--- src/rtl/cis_pkg.sv ---
package cis_pkg;

   // Stack geometry and length field widths
   localparam int MAX_DEPTH = 16;
   localparam int IDX_W     = $clog2(MAX_DEPTH);
   localparam int LVL_W     = IDX_W + 1;
   localparam int LEN_BITS  = 16;
   localparam int CNT_W     = LEN_BITS + 1;
   localparam int LIMIT_W   = 5;

   localparam logic [LIMIT_W-1:0] LIMIT_RESET = LIMIT_W'(MAX_DEPTH);

   // Major types of a head byte
   localparam logic [2:0] MAJ_UINT   = 3'd0;
   localparam logic [2:0] MAJ_NINT   = 3'd1;
   localparam logic [2:0] MAJ_BYTES  = 3'd2;
   localparam logic [2:0] MAJ_TEXT   = 3'd3;
   localparam logic [2:0] MAJ_ARRAY  = 3'd4;
   localparam logic [2:0] MAJ_MAP    = 3'd5;
   localparam logic [2:0] MAJ_TAG    = 3'd6;
   localparam logic [2:0] MAJ_SIMPLE = 3'd7;

   // Additional info boundaries
   localparam logic [4:0] AI_LEN1 = 5'd24;
   localparam logic [4:0] AI_BAD  = 5'd28;

   typedef enum logic [1:0] {
      ST_OK     = 2'd0,
      ST_TRUNC  = 2'd1,
      ST_DEEP   = 2'd2,
      ST_BAD_AI = 2'd3
   } status_type;

   typedef enum logic [3:0] {
      PH_HEAD  = 4'b0001,
      PH_LEN   = 4'b0010,
      PH_SKIP  = 4'b0100,
      PH_DRAIN = 4'b1000
   } phase_type;

   typedef struct packed {
      logic [7:0] data_byte;
      logic       last_byte;
   } req_word_type;

   typedef struct packed {
      logic [1:0]          status;
      logic [LEN_BITS-1:0] item_bytes;
      logic [2:0]          item_major;
   } rsp_word_type;

   typedef struct packed {
      logic             leaf;
      logic             push;
      logic             clear;
      logic [CNT_W-1:0] count;
   } stack_cmd_type;

   typedef struct packed {
      logic [LVL_W-1:0] level;
      logic             leaf_last;
   } stack_stat_type;

endpackage

--- src/rtl/cis_stack.sv ---
module cis_stack import cis_pkg::*; (
   input  logic           clock,
   input  logic           reset,
   input  stack_cmd_type  cmd,
   output stack_stat_type stat
);

   logic [CNT_W-1:0] rem_ff [MAX_DEPTH];
   logic [CNT_W-1:0] rem_in [MAX_DEPTH];
   logic [LVL_W-1:0] level_ff;
   logic [LVL_W-1:0] level_in;
   logic             found;
   logic [IDX_W-1:0] hit_idx;

   // Find the highest open level whose count does not run out with this item
   always_comb begin
      found   = 1'b0;
      hit_idx = '0;
      for (int i = 0; i < MAX_DEPTH; i++) begin
         if (LVL_W'(i) < level_ff && rem_ff[i] != CNT_W'(1)) begin
            found   = 1'b1;
            hit_idx = IDX_W'(i);
         end
      end
   end

   assign stat.level     = level_ff;
   assign stat.leaf_last = !found;

   // Clear, push a new count, or retire one child and pop exhausted levels
   always_comb begin
      level_in = level_ff;
      for (int i = 0; i < MAX_DEPTH; i++) begin
         rem_in[i] = rem_ff[i];
      end
      priority if (cmd.clear) begin
         level_in = '0;
      end else if (cmd.push) begin
         level_in = level_ff + LVL_W'(1);
         for (int i = 0; i < MAX_DEPTH; i++) begin
            if (LVL_W'(i) == level_ff) begin
               rem_in[i] = cmd.count;
            end
         end
      end else if (cmd.leaf) begin
         if (found) begin
            level_in = LVL_W'(hit_idx) + LVL_W'(1);
            for (int i = 0; i < MAX_DEPTH; i++) begin
               if (IDX_W'(i) == hit_idx) begin
                  rem_in[i] = rem_ff[i] - CNT_W'(1);
               end
            end
         end else begin
            level_in = '0;
         end
      end
   end

   always_ff @(posedge clock) begin
      for (int i = 0; i < MAX_DEPTH; i++) begin
         rem_ff[i] <= rem_in[i];
      end
   end

   always_ff @(posedge clock) begin
      if (reset) begin
         level_ff <= '0;
      end else begin
         level_ff <= level_in;
      end
   end

endmodule

--- src/rtl/cis_walker.sv ---
module cis_walker import cis_pkg::*; (
   input  logic               clock,
   input  logic               reset,
   input  logic               step,
   input  req_word_type       word,
   input  logic [LIMIT_W-1:0] limit,
   input  stack_stat_type     stk,
   output stack_cmd_type      cmd,
   output logic               res_valid,
   output rsp_word_type       res
);

   localparam int CMP_W = LVL_W + 1;

   phase_type           phase_ff, phase_in;
   logic [3:0]          len_left_ff, len_left_in;
   logic [CNT_W-1:0]    acc_ff, acc_in;
   logic [LEN_BITS-1:0] pay_left_ff, pay_left_in;
   logic [2:0]          pend_major_ff, pend_major_in;
   logic [LEN_BITS-1:0] byte_count_ff, byte_count_in;
   logic [2:0]          top_major_ff, top_major_in;

   logic [2:0]          major;
   logic [4:0]          ai;
   logic                start;
   logic [LEN_BITS-1:0] count_base;
   logic                depth_ok;
   logic [CNT_W+7:0]    acc_shift;
   logic [CNT_W-1:0]    acc_next;
   logic [3:0]          len_dec;
   logic [LEN_BITS-1:0] pay_dec;
   logic                tv_do;
   logic [2:0]          tv_major;
   logic [CNT_W-1:0]    tv_value;
   status_type          status;

   assign major      = word.data_byte[7:5];
   assign ai         = word.data_byte[4:0];
   assign start      = (phase_ff == PH_HEAD) && (stk.level == '0);
   assign count_base = start ? '0 : byte_count_ff;
   assign depth_ok   = (CMP_W'(stk.level) + CMP_W'(1)) < CMP_W'(limit);
   assign len_dec    = len_left_ff - 4'd1;
   assign pay_dec    = pay_left_ff - LEN_BITS'(1);

   // Shift in one length byte, saturating just above the largest length
   assign acc_shift = {acc_ff, word.data_byte};
   assign acc_next  = (|acc_shift[CNT_W+7:LEN_BITS]) ? CNT_W'(1) << LEN_BITS
                                                    : CNT_W'(acc_shift[LEN_BITS-1:0]);

   always_comb begin
      phase_in      = phase_ff;
      len_left_in   = len_left_ff;
      acc_in        = acc_ff;
      pay_left_in   = pay_left_ff;
      pend_major_in = pend_major_ff;
      byte_count_in = byte_count_ff;
      top_major_in  = top_major_ff;
      cmd           = '0;
      res_valid     = 1'b0;
      status        = ST_OK;
      tv_do         = 1'b0;
      tv_major      = pend_major_ff;
      tv_value      = acc_next;

      if (step) begin
         if (phase_ff == PH_DRAIN) begin
            // Drop bytes up to the end of the buffer
            if (word.last_byte) begin
               phase_in = PH_HEAD;
            end
         end else begin
            if (start) begin
               top_major_in = major;
            end
            priority if (count_base == '1) begin
               byte_count_in = '1;
               res_valid     = 1'b1;
               status        = ST_TRUNC;
            end else begin
               byte_count_in = count_base + LEN_BITS'(1);
               unique case (phase_ff)
                  PH_HEAD: begin
                     priority if (ai >= AI_BAD) begin
                        res_valid = 1'b1;
                        status    = ST_BAD_AI;
                     end else if (ai < AI_LEN1) begin
                        tv_do    = 1'b1;
                        tv_major = major;
                        tv_value = CNT_W'(ai);
                     end else if (major == MAJ_SIMPLE) begin
                        pay_left_in = LEN_BITS'(1) << ai[1:0];
                        phase_in    = PH_SKIP;
                     end else begin
                        pend_major_in = major;
                        len_left_in   = 4'd1 << ai[1:0];
                        acc_in        = '0;
                        phase_in      = PH_LEN;
                     end
                  end
                  PH_LEN: begin
                     acc_in      = acc_next;
                     len_left_in = len_dec;
                     if (len_dec == 4'd0) begin
                        phase_in = PH_HEAD;
                        tv_do    = 1'b1;
                     end
                  end
                  PH_SKIP: begin
                     pay_left_in = pay_dec;
                     if (pay_dec == '0) begin
                        phase_in  = PH_HEAD;
                        cmd.leaf  = 1'b1;
                        res_valid = stk.leaf_last;
                     end
                  end
                  default: begin
                  end
               endcase

               // Act on a finished head value
               if (tv_do) begin
                  unique case (tv_major)
                     MAJ_BYTES, MAJ_TEXT: begin
                        priority if (tv_value[LEN_BITS]) begin
                           res_valid = 1'b1;
                           status    = ST_TRUNC;
                        end else if (tv_value == '0) begin
                           cmd.leaf  = 1'b1;
                           res_valid = stk.leaf_last;
                        end else begin
                           pay_left_in = tv_value[LEN_BITS-1:0];
                           phase_in    = PH_SKIP;
                        end
                     end
                     MAJ_ARRAY, MAJ_MAP: begin
                        priority if (tv_value == '0) begin
                           cmd.leaf  = 1'b1;
                           res_valid = stk.leaf_last;
                        end else if (!depth_ok) begin
                           res_valid = 1'b1;
                           status    = ST_DEEP;
                        end else if (tv_value[LEN_BITS]) begin
                           res_valid = 1'b1;
                           status    = ST_TRUNC;
                        end else begin
                           cmd.push  = 1'b1;
                           cmd.count = (tv_major == MAJ_MAP)
                                       ? {tv_value[LEN_BITS-1:0], 1'b0} : tv_value;
                        end
                     end
                     MAJ_TAG: begin
                        if (!depth_ok) begin
                           res_valid = 1'b1;
                           status    = ST_DEEP;
                        end else begin
                           cmd.push  = 1'b1;
                           cmd.count = CNT_W'(1);
                        end
                     end
                     default: begin
                        cmd.leaf  = 1'b1;
                        res_valid = stk.leaf_last;
                     end
                  endcase
               end
            end

            // End of buffer inside an item
            if (!res_valid && word.last_byte) begin
               res_valid = 1'b1;
               status    = ST_TRUNC;
            end

            if (res_valid) begin
               if (status != ST_OK) begin
                  cmd.clear = 1'b1;
                  phase_in  = word.last_byte ? PH_HEAD : PH_DRAIN;
               end else begin
                  phase_in = PH_HEAD;
               end
            end
         end
      end
   end

   assign res.status     = status;
   assign res.item_bytes = byte_count_in;
   assign res.item_major = top_major_in;

   always_ff @(posedge clock) begin
      if (reset) begin
         phase_ff      <= PH_HEAD;
         len_left_ff   <= '0;
         acc_ff        <= '0;
         pay_left_ff   <= '0;
         pend_major_ff <= MAJ_UINT;
         byte_count_ff <= '0;
         top_major_ff  <= MAJ_UINT;
      end else begin
         phase_ff      <= phase_in;
         len_left_ff   <= len_left_in;
         acc_ff        <= acc_in;
         pay_left_ff   <= pay_left_in;
         pend_major_ff <= pend_major_in;
         byte_count_ff <= byte_count_in;
         top_major_ff  <= top_major_in;
      end
   end

endmodule

--- src/rtl/cbor_item_skipper.sv ---
// Walks CBOR data items arriving one byte per word and returns one result word per
// complete top-level item, or per error (truncation or oversize, nesting too deep,
// bad additional info). A byte is taken every cycle unless the input side stalls:
// each accepted byte is held in an input register, then the head decoder and the
// combinational pop search over the 16-entry count stack update the state and, when
// an item ends, load the result register, which offers the result word.
// The input side stalls only while the result register is full and stalled. After
// an error the bytes up to the one flagged last are dropped. No clearing pass
// follows reset; the nesting limit may be rewritten whenever no item is in flight.
module cbor_item_skipper import cis_pkg::*; (
   input  logic               clock,
   input  logic               reset,
   input  logic               req_valid,
   output logic               req_stall,
   input  req_word_type       req_word,
   output logic               rsp_valid,
   input  logic               rsp_stall,
   output rsp_word_type       rsp_word,
   input  logic               csr_write_en,
   input  logic [LIMIT_W-1:0] csr_write_data
);

   logic [LIMIT_W-1:0] limit_ff, limit_in;
   logic [LIMIT_W-1:0] eff_limit;
   logic               in_valid_ff, in_valid_in;
   req_word_type       in_word_ff, in_word_in;
   logic               out_valid_ff, out_valid_in;
   rsp_word_type       out_word_ff, out_word_in;
   logic               step_fire;
   logic               res_valid;
   rsp_word_type       res;
   stack_cmd_type      stk_cmd;
   stack_stat_type     stk_stat;

   // Hold the nesting limit, clamped to the supported range
   assign limit_in  = csr_write_en ? csr_write_data : limit_ff;
   assign eff_limit = (limit_ff == '0) ? LIMIT_W'(1)
                    : (limit_ff > LIMIT_W'(MAX_DEPTH)) ? LIMIT_W'(MAX_DEPTH) : limit_ff;

   // Advance a byte when the result register can take what it produces
   assign step_fire = in_valid_ff && (!out_valid_ff || !rsp_stall);
   assign req_stall = in_valid_ff && !step_fire;

   always_comb begin
      in_valid_in = in_valid_ff;
      in_word_in  = in_word_ff;
      if (req_valid && !req_stall) begin
         in_valid_in = 1'b1;
         in_word_in  = req_word;
      end else if (step_fire) begin
         in_valid_in = 1'b0;
      end
   end

   always_comb begin
      out_valid_in = out_valid_ff;
      out_word_in  = out_word_ff;
      if (step_fire && res_valid) begin
         out_valid_in = 1'b1;
         out_word_in  = res;
      end else if (!rsp_stall) begin
         out_valid_in = 1'b0;
      end
   end

   assign rsp_valid = out_valid_ff;
   assign rsp_word  = out_word_ff;

   cis_walker u_walker (
      .clock     (clock),
      .reset     (reset),
      .step      (step_fire),
      .word      (in_word_ff),
      .limit     (eff_limit),
      .stk       (stk_stat),
      .cmd       (stk_cmd),
      .res_valid (res_valid),
      .res       (res)
   );

   cis_stack u_stack (
      .clock (clock),
      .reset (reset),
      .cmd   (stk_cmd),
      .stat  (stk_stat)
   );

   always_ff @(posedge clock) begin
      if (reset) begin
         limit_ff     <= LIMIT_RESET;
         in_valid_ff  <= 1'b0;
         out_valid_ff <= 1'b0;
      end else begin
         limit_ff     <= limit_in;
         in_valid_ff  <= in_valid_in;
         out_valid_ff <= out_valid_in;
      end
   end

   always_ff @(posedge clock) begin
      in_word_ff  <= in_word_in;
      out_word_ff <= out_word_in;
   end

   // Every result, good or bad, leaves the count stack empty
   assert property (@(posedge clock) disable iff (reset)
      step_fire && res_valid |=> stk_stat.level == '0)
      else $error("stack not empty after a result");

   // The stack never climbs past its last entry
   assert property (@(posedge clock) disable iff (reset)
      stk_stat.level < LVL_W'(MAX_DEPTH))
      else $error("stack level beyond depth");

   // A byte waiting in the input register is not lost
   assert property (@(posedge clock) disable iff (reset)
      in_valid_ff && !step_fire |=> in_valid_ff && $stable(in_word_ff))
      else $error("waiting input byte dropped");

endmodule
--- config.mk ---
export PLATFORM = sky130hd
export DESIGN_NAME = cbor_item_skipper
export DESIGN_NICKNAME = d
export VERILOG_FILES = /design/src/rtl/cis_pkg.sv /design/src/rtl/cis_stack.sv /design/src/rtl/cis_walker.sv /design/src/rtl/cbor_item_skipper.sv
export SDC_FILE = /design/constraint.sdc
export NUM_CORES = 1
export LEC_CHECK = 0
export BUFFER_PORTS_ARGS = -buffer_cell sky130_fd_sc_hd__buf_2
export CAP_MARGIN = 20
export CORE_UTILIZATION = 65
export DETAILED_ROUTE_END_ITERATION = 10
export PLACE_DENSITY = 0.8
export SYNTH_ARGS = -nofsm -noshare
export SYNTH_HDL_FRONTEND = slang
export SYNTH_SLANG_ARGS = --single-unit
--- constraint.sdc ---
create_clock -name clock -period 12.7 [get_ports clock]
set_input_delay 1.905 -clock clock [delete_from_list [all_inputs] [get_ports clock]]
set_output_delay 1.905 -clock clock [all_outputs]
set_load 0.02 [all_outputs]
==> run_results.csv, run 1 <==
group,metric,value,unit
run_status,status,"finished, final reports clean",
global_route,antenna_found_initial,1,
synth,syn_avg_cell_area,9.718,um^2
placed_design,io_buffers,41,
worst_hold_path,hp-class,"register to register",
timing,hold_viol,0,
worst_setup_path,cp_cell_sequence,"nor4b_4 > nand3_1 > and2_1 > ha_1 > and4_1 > nand4_1 > o31ai_4 > buf_4 > nor4b_1 > a41oi_4 > buf_4 > a2111oi_1 > a32oi_1 > nor2_1 > buf_4",
timing,worst_hold_slack,0.4587,ns
cts,cts-resized-gates,0,
finish,drive_gt1_share,7.644,%
power,p_sw,672.9,uW
timing,fin_crit_sh,44.12,%
flow_run,drv_cap,0,
synth,synth_flop_cell,"edfxtp_1",
synth,yosysMostFrequentCell,"edfxtp_1",
cts,cts_hold_buffers,0,
route,dr.pass1.iters,6,
placed_design,dpl.hpwl,35130,um
global_route,overflow,0,
power,p_comb_share,8.6,%
global_route,grtUsageMet1,44.59,%
worst_setup_path,r2r_slack,7.10,ns
global_route,grt_pass1_wl,88850,um
synth,syn-cell-area,21330,um^2
synth,yosysTopAreaCell,"edfxtp_1",
finish,post-route-util,73.11,%
cts,cts_root_buf,"clkbuf_16",
timing,slew_headroom,23.39,%
floorplan,rows,65,
global_route,met3_usage,4.686,%
synth,syn_inst,2195,
timing,rsz0062_at_grt,"no",
worst_setup_path,critPathRequiredTime,12.92,ns
finish,fillers,2247,
global_route,grt_use_met2,55.16,%
finish,diodes,0,
placed_design,dpl_cell_area,21960,um^2
cts,cts_buffer_depth,3,
worst_hold_path,min_from,"u_walker.acc_ff[13]$_SDFFE_PP0P_",
worst_setup_path,path_common_cell,"buf_4",
floorplan,start_util,66.91,%
route,drtIter0Drc,2088,
cts,htreeDepth,2,
timing,tightest_slew,1.146,ns
cts,path_clk_slew,0.06,ns
placed_design,gp_congestion,0.9500,
power,seqPwrFrac,49.2,%
synth,synth_commonest_cells,"edfxtp_1, o21ai_0, nor2_1",
synth,synth_seq_cells,377,
route,drt-total-wl,55650,um
timing,clock_skew,0.01555,ns
worst_setup_path,timing.rr.end,"u_stack.rem_ff[0][32]$_DFFE_PP_",
cts,cts.sinks,377,
power,p_sw_share,24.05,%
floorplan,die_h,183.2,um
global_route,grt_pass1_vias,16800,
timing,drv_slew,0,
cts,insertion_delay,0.55,ns
timing,finalSetupTns,0,ns
worst_setup_path,reg2regPathDepth,15,
synth,netlist.area_leader.share,42.51,%
power,peakVddDrop,0.1184,mV
route,vias,17390,
worst_setup_path,crit_arrival,5.83,ns
synth,synth_cell_type_count,84,
worst_setup_path,start_kind,"register",
cts,cts_tree,"done",
worst_setup_path,crit_path_end,"u_stack.rem_ff[0][32]$_DFFE_PP_",
worst_setup_path,worstSetupEndpointType,"register",
floorplan,ios,42,
worst_setup_path,slowest_delay,0.77,ns
timing,min_period,5.603,ns
power,clkPwrFrac,42.2,%
floorplan,core,31880,um^2
floorplan,die_area,33550,um^2
worst_setup_path,crit_type,"register to register",
cts,numCtsBuffers,41,
synth,synthArstFlopShare,0,%
global_route,grt_start_max_net_pins,268,
route,viasPerCell,6.509,
power,p_leak,0.007651,uW
synth,synth_warnings,0,
floorplan,die_width,183.2,um
route,drc,0,
global_route,grt-busiest-layer,"met2",
synth,synth_edf_count,302,
timing,max_freq,178.5,MHz
worst_setup_path,reg2reg_from,"u_walker.phase_ff[0]$_SDFFE_PP1P_",
finish,layout.nets,2271,
route,drtAntennaViolNets,0,
cts,cts_setup_buffers,0,
worst_setup_path,crit_fanout,32,
worst_setup_path,slowest_stage,"a2111oi_1",
global_route,gr-usage-all-layers,33.73,%
power,p_int,2125,uW
route,wl_per_cell,20.83,um
power,power.density,120.0,nW/um^2
worst_hold_path,hold_depth,2,
finish,syn_to_final_growth,9.262,%
synth,synth_nets,2262,
worst_setup_path,cp-startpoint,"u_walker.phase_ff[0]$_SDFFE_PP1P_",
timing,final-setup-viol-count,0,
synth,synth_area_leaders,"edfxtp_1, xnor2_1, dfxtp_1, o21ai_0, nor2_1",
finish,stdcell_area,23310,um^2
synth,yosysSeqAreaShare,49.55,%
[how the worst min path moves through the flow]
stage	end	slack, ns
floorplan	u_walker.acc_ff[10]$_SDFFE_PP0P_	0.43
global placement	u_walker.acc_ff[14]$_SDFFE_PP0P_	0.44
detailed placement	u_walker.acc_ff[15]$_SDFFE_PP0P_	0.45
CTS	u_walker.acc_ff[8]$_SDFFE_PP0P_	0.46
global route	u_walker.acc_ff[10]$_SDFFE_PP0P_	0.47
finish	u_walker.acc_ff[13]$_SDFFE_PP0P_	0.46
[cell families (layout without fill, tap and decap cells)]
kind of cell	Yosys count	after routing	share of synthesized area, %
xor gates and xnor gates	246	246	10.10
muxes	20	20	0.9913
AOI/OAI and AO/OA	536	536	14.52
DFF	377	377	49.55
adders and majority gates	48	48	2.815
and+or+nand+nor	802	802	18.95
buffers and inverters	166	208	3.073
[cell type report]
class	instances	area, um^2	area share (%)
inverters	58	217.7	0.9341
clock buffers	55	1151	4.939
multi-input cells	1652	10140	43.52
flip-flops and latches	377	10570	45.35
well taps	435	544.3	2.335
clock inverters	21	176.4	0.7569
repair buffers	74	504.2	2.163
[power by group through the flow]
stage               clock [uW]  sequential (uW)  combinational (uW)
floorplan                    0             1400                 167
global route              1240             1380                 260
detailed placement           0             1400                 233
finish                    1180             1380                 241
CTS                       1190             1370                 235
global placement             0             1400                 226
[registers in the layout (all words and copies together) (netlist names)]
signal,flops
u_stack.rem_ff,272
rsp_word,21
u_walker.acc_ff,17
u_walker.byte_count_ff,16
u_walker.pay_left_ff,16
in_word_ff,9
limit_ff,5
u_stack.level_ff,5
u_walker.len_left_ff,4
u_walker.phase_ff,4
u_walker.pend_major_ff,3
u_walker.top_major_ff,3
in_valid_ff,1
rsp_valid,1
[stage by stage]
stage	total power (uW)	worst slack [ns]	cells
finish	2798	7.097	2672
detailed placement	1634	6.642	2594
global placement	1626	6.772	2591
floorplan	1564	7.631	2195
CTS	2800	7.175	2670
global route	2874	6.793	2672
[routing by layer]
layer  part of all wire (%)  vias up  wire [um]
met3                    7.0      162       3915
met2                     48      754      26550
met1                     41     8407      22800
met5                      0        -          0
met4                    4.3        0       2387
li1                       -     8069          -
[cells in the final DEF (no fill, tap or decap), types with 11 or more instances in the layout]
master,n
a211oi_1,13
a21oi_1,95
a31oi_1,13
and2_1,26
and3_1,23
buf_2,41
buf_4,28
clkbuf_16,43
dfxtp_1,75
edfxtp_1,302
ha_1,48
inv_1,58
mux2i_1,11
nand2_1,188
nand3_1,73
nor2_1,191
nor2b_1,11
nor3_1,98
nor4_1,70
o21ai_0,287
o21ai_1,30
or3_1,21
or4_1,22
xnor2_1,174
xor2_1,72
[worst max-delay path: cells and delay by family, from the launching register on]
kind,cells,cell delay (ns)
compound gates,4,1.01
fa+ha+maj,1,0.25
buf+inv,3,0.87
flops,1,0.50
simple gates,7,2.62
Note: power is estimated with default switching activity, not from simulation.
==> inputs of run 2 (changes only) <==
Settings changed: CORE_UTILIZATION 65 to 58, PLACE_DENSITY 0.8 to 0.75.
Clock period 12.7 ns to 5.1 ns, I/O delays scaled along.
==> run 2 against run 1 <==
Combinational power rose to 2.5 times the previous value. Clock power grew to 2.5 times the previous value. Non-clock buffer count increased by 32. Critical endpoint is now u_stack.rem_ff[0][56]$_DFFE_PP_. Critical path type unchanged.
==> run_results.csv, run 2 (synthesized netlist as in run 1, its figures left out) <==
group,metric,value,unit
finish,fillers,2807,
timing,tightest_slew,1.156,ns
route,drtAntennaViolNets,0,
floorplan,core,35910,um^2
finish,layoutNonFillerInstCount,2731,
global_route,grt_start_max_net_pins,134,
finish,layout.nets,2303,
worst_setup_path,cp-startpoint,"u_stack.level_ff[1]$_SDFFE_PP0P_",
worst_setup_path,worstSetupEndpointType,"register",
worst_setup_path,cp_cell_sequence,"ha_1 > nand2_1 > xnor2_1 > ha_1 > a221oi_1 > o21ai_0 > nor4b_1 > a41oi_4 > a2111oi_1 > nand2_1 > a21oi_1 > buf_4",
cts,htreeDepth,2,
power,power.density,296.1,nW/um^2
timing,drv_slew,0,
placed_design,io_buffers,41,
timing,rsz0062_at_grt,"no",
route,drtIter0Drc,2019,
cts,cts.sinks,377,
floorplan,die_h,193.8,um
finish,layout_common_cells,"edfxtp_1, o21ai_0, nor2_1, nand2_1, xnor2_1",
global_route,grt_pass1_vias,16650,
timing,max_freq,217.5,MHz
floorplan,ios,42,
timing,finalSetupTns,0,ns
route,dr.pass1.iters,6,
placed_design,gp_congestion,0.9713,
placed_design,place_inst,2653,
timing,fin_crit_sh,90.14,%
route,wl_per_cell,20.46,um
floorplan,die_width,193.8,um
worst_setup_path,start_kind,"register",
finish,post-route-util,65.60,%
floorplan,die_area,37550,um^2
floorplan,start_util,59.40,%
finish,drive_gt1_share,9.167,%
timing,slew_headroom,22.83,%
cts,cts_root_buf,"clkbuf_16",
cts,cts_buffer_depth,3,
timing,clock_skew,0.02028,ns
flow_run,drv_cap,0,
power,peakVddDrop,0.2867,mV
timing,hold_viol,0,
worst_setup_path,r2r_slack,0.50,ns
worst_setup_path,reg2reg_from,"u_stack.level_ff[1]$_SDFFE_PP0P_",
route,drt-total-wl,55880,um
floorplan,rows,69,
finish,stdcell_area,23560,um^2
route,viasPerCell,6.314,
run_status,status,"finished, final reports clean",
cts,numCtsBuffers,41,
worst_setup_path,critPathRequiredTime,5.34,ns
route,vias,17240,
timing,final-setup-viol-count,0,
finish,top_register,"u_stack.rem_ff",
finish,largest_reg_flops,272,
global_route,antenna_found_initial,3,
global_route,gr-usage-all-layers,29.70,%
worst_setup_path,crit_type,"register to register",
finish,layout_commonest_cell,"edfxtp_1",
cts,cts_setup_buffers,0,
cts,path_clk_slew,0.06,ns
worst_hold_path,hp-class,"primary input to register",
placed_design,dpl.hpwl,35770,um
finish,syn_to_final_growth,10.45,%
global_route,overflow,0,
power,p_leak,0.007785,uW
worst_setup_path,crit_path_end,"u_stack.rem_ff[0][56]$_DFFE_PP_",
global_route,grt_pass1_wl,88790,um
route,drc,0,
worst_setup_path,crit_fanout,17,
timing,min_period,4.597,ns
cts,insertion_delay,0.57,ns
cts,cts_tree,"done",
placed_design,dpl_cell_area,22220,um^2
cts,cts-resized-gates,0,
worst_setup_path,slowest_stage,"a2111oi_1",
worst_setup_path,slowest_delay,0.88,ns
cts,cts_hold_buffers,0,
worst_setup_path,timing.rr.end,"u_stack.rem_ff[0][56]$_DFFE_PP_",
worst_setup_path,reg2regPathDepth,12,
worst_setup_path,crit_arrival,4.84,ns
==> run 2: critical path: cells and delay by family (launching register included) <==
| kind | cells | cell delay [ns] |
|---|---|---|
| AO/OA/AOI/OAI | 5 | 1.78 |
| buffers and inverters | 1 | 0.28 |
| flip-flops | 1 | 0.61 |
| XOR/XNOR | 1 | 0.20 |
| adder cells (fa/ha/maj) | 2 | 0.65 |
| AND/OR/NAND/NOR | 3 | 0.75 |
==> run 2: worst min-delay path by stage <==
stage | from | endpoint | cells after the start
2_1_floorplan | u_walker.acc_ff[10]$_SDFFE_PP0P_ | u_walker.acc_ff[10]$_SDFFE_PP0P_ | 2
3_3_place_gp | u_walker.acc_ff[15]$_SDFFE_PP0P_ | u_walker.acc_ff[15]$_SDFFE_PP0P_ | 2
3_5_place_dp | u_walker.acc_ff[8]$_SDFFE_PP0P_ | u_walker.acc_ff[8]$_SDFFE_PP0P_ | 2
4_1_cts | req_word[0] | in_word_ff[0]$_DFFE_PP_ | 1
5_1_grt | req_word[2] | in_word_ff[2]$_DFFE_PP_ | 1
6_report | req_word[0] | in_word_ff[0]$_DFFE_PP_ | 1
==> run 2: cell type report <==
type,count,area (um^2),share of cell area [%]
flip-flops and latches,377,10570,44.86
well taps,461,576.8,2.448
clock buffers,55,1162,4.934
diodes,1,2.502,0.01062
inverters,58,217.7,0.9241
repair buffers,106,718.2,3.048
multi-input cells,1652,10150,43.07
clock inverters,21,165.2,0.7010
==> run 2: power breakdown <==
group / switching, uW / internal [uW] / total (uW)
logic: 403 / 203 / 605
registers: 50.1 / 3370 / 3420
clock network: 1250 / 1710 / 2960
total: 1700 / 5280 / 6980
==> run 2: per-layer routing <==
layer / global-route usage, % / wire length [um] / vias to the layer above / part of all wire [%]
li1: - / - / 8140 / -
met1: 39.56 / 23370 / 8298 / 42
met2: 48.84 / 26380 / 683 / 47
met3: 4.627 / 4029 / 122 / 7.2
met4: 11.61 / 2107 / 0 / 3.8
met5: 0 / 0 / - / 0
==> run 2: stage by stage <==
stage / hold WS, ns / power [uW] / setup slack [ns]
3_3_place_gp: 0.4409 / 4059 / 0.7554
2_1_floorplan: 0.4316 / 3895 / 0.08265
6_report: 0.3762 / 6976 / 0.5030
4_1_cts: 0.3579 / 6997 / 0.6122
5_1_grt: 0.3664 / 7174 / 0.2080
3_5_place_dp: 0.4437 / 4071 / 0.5877
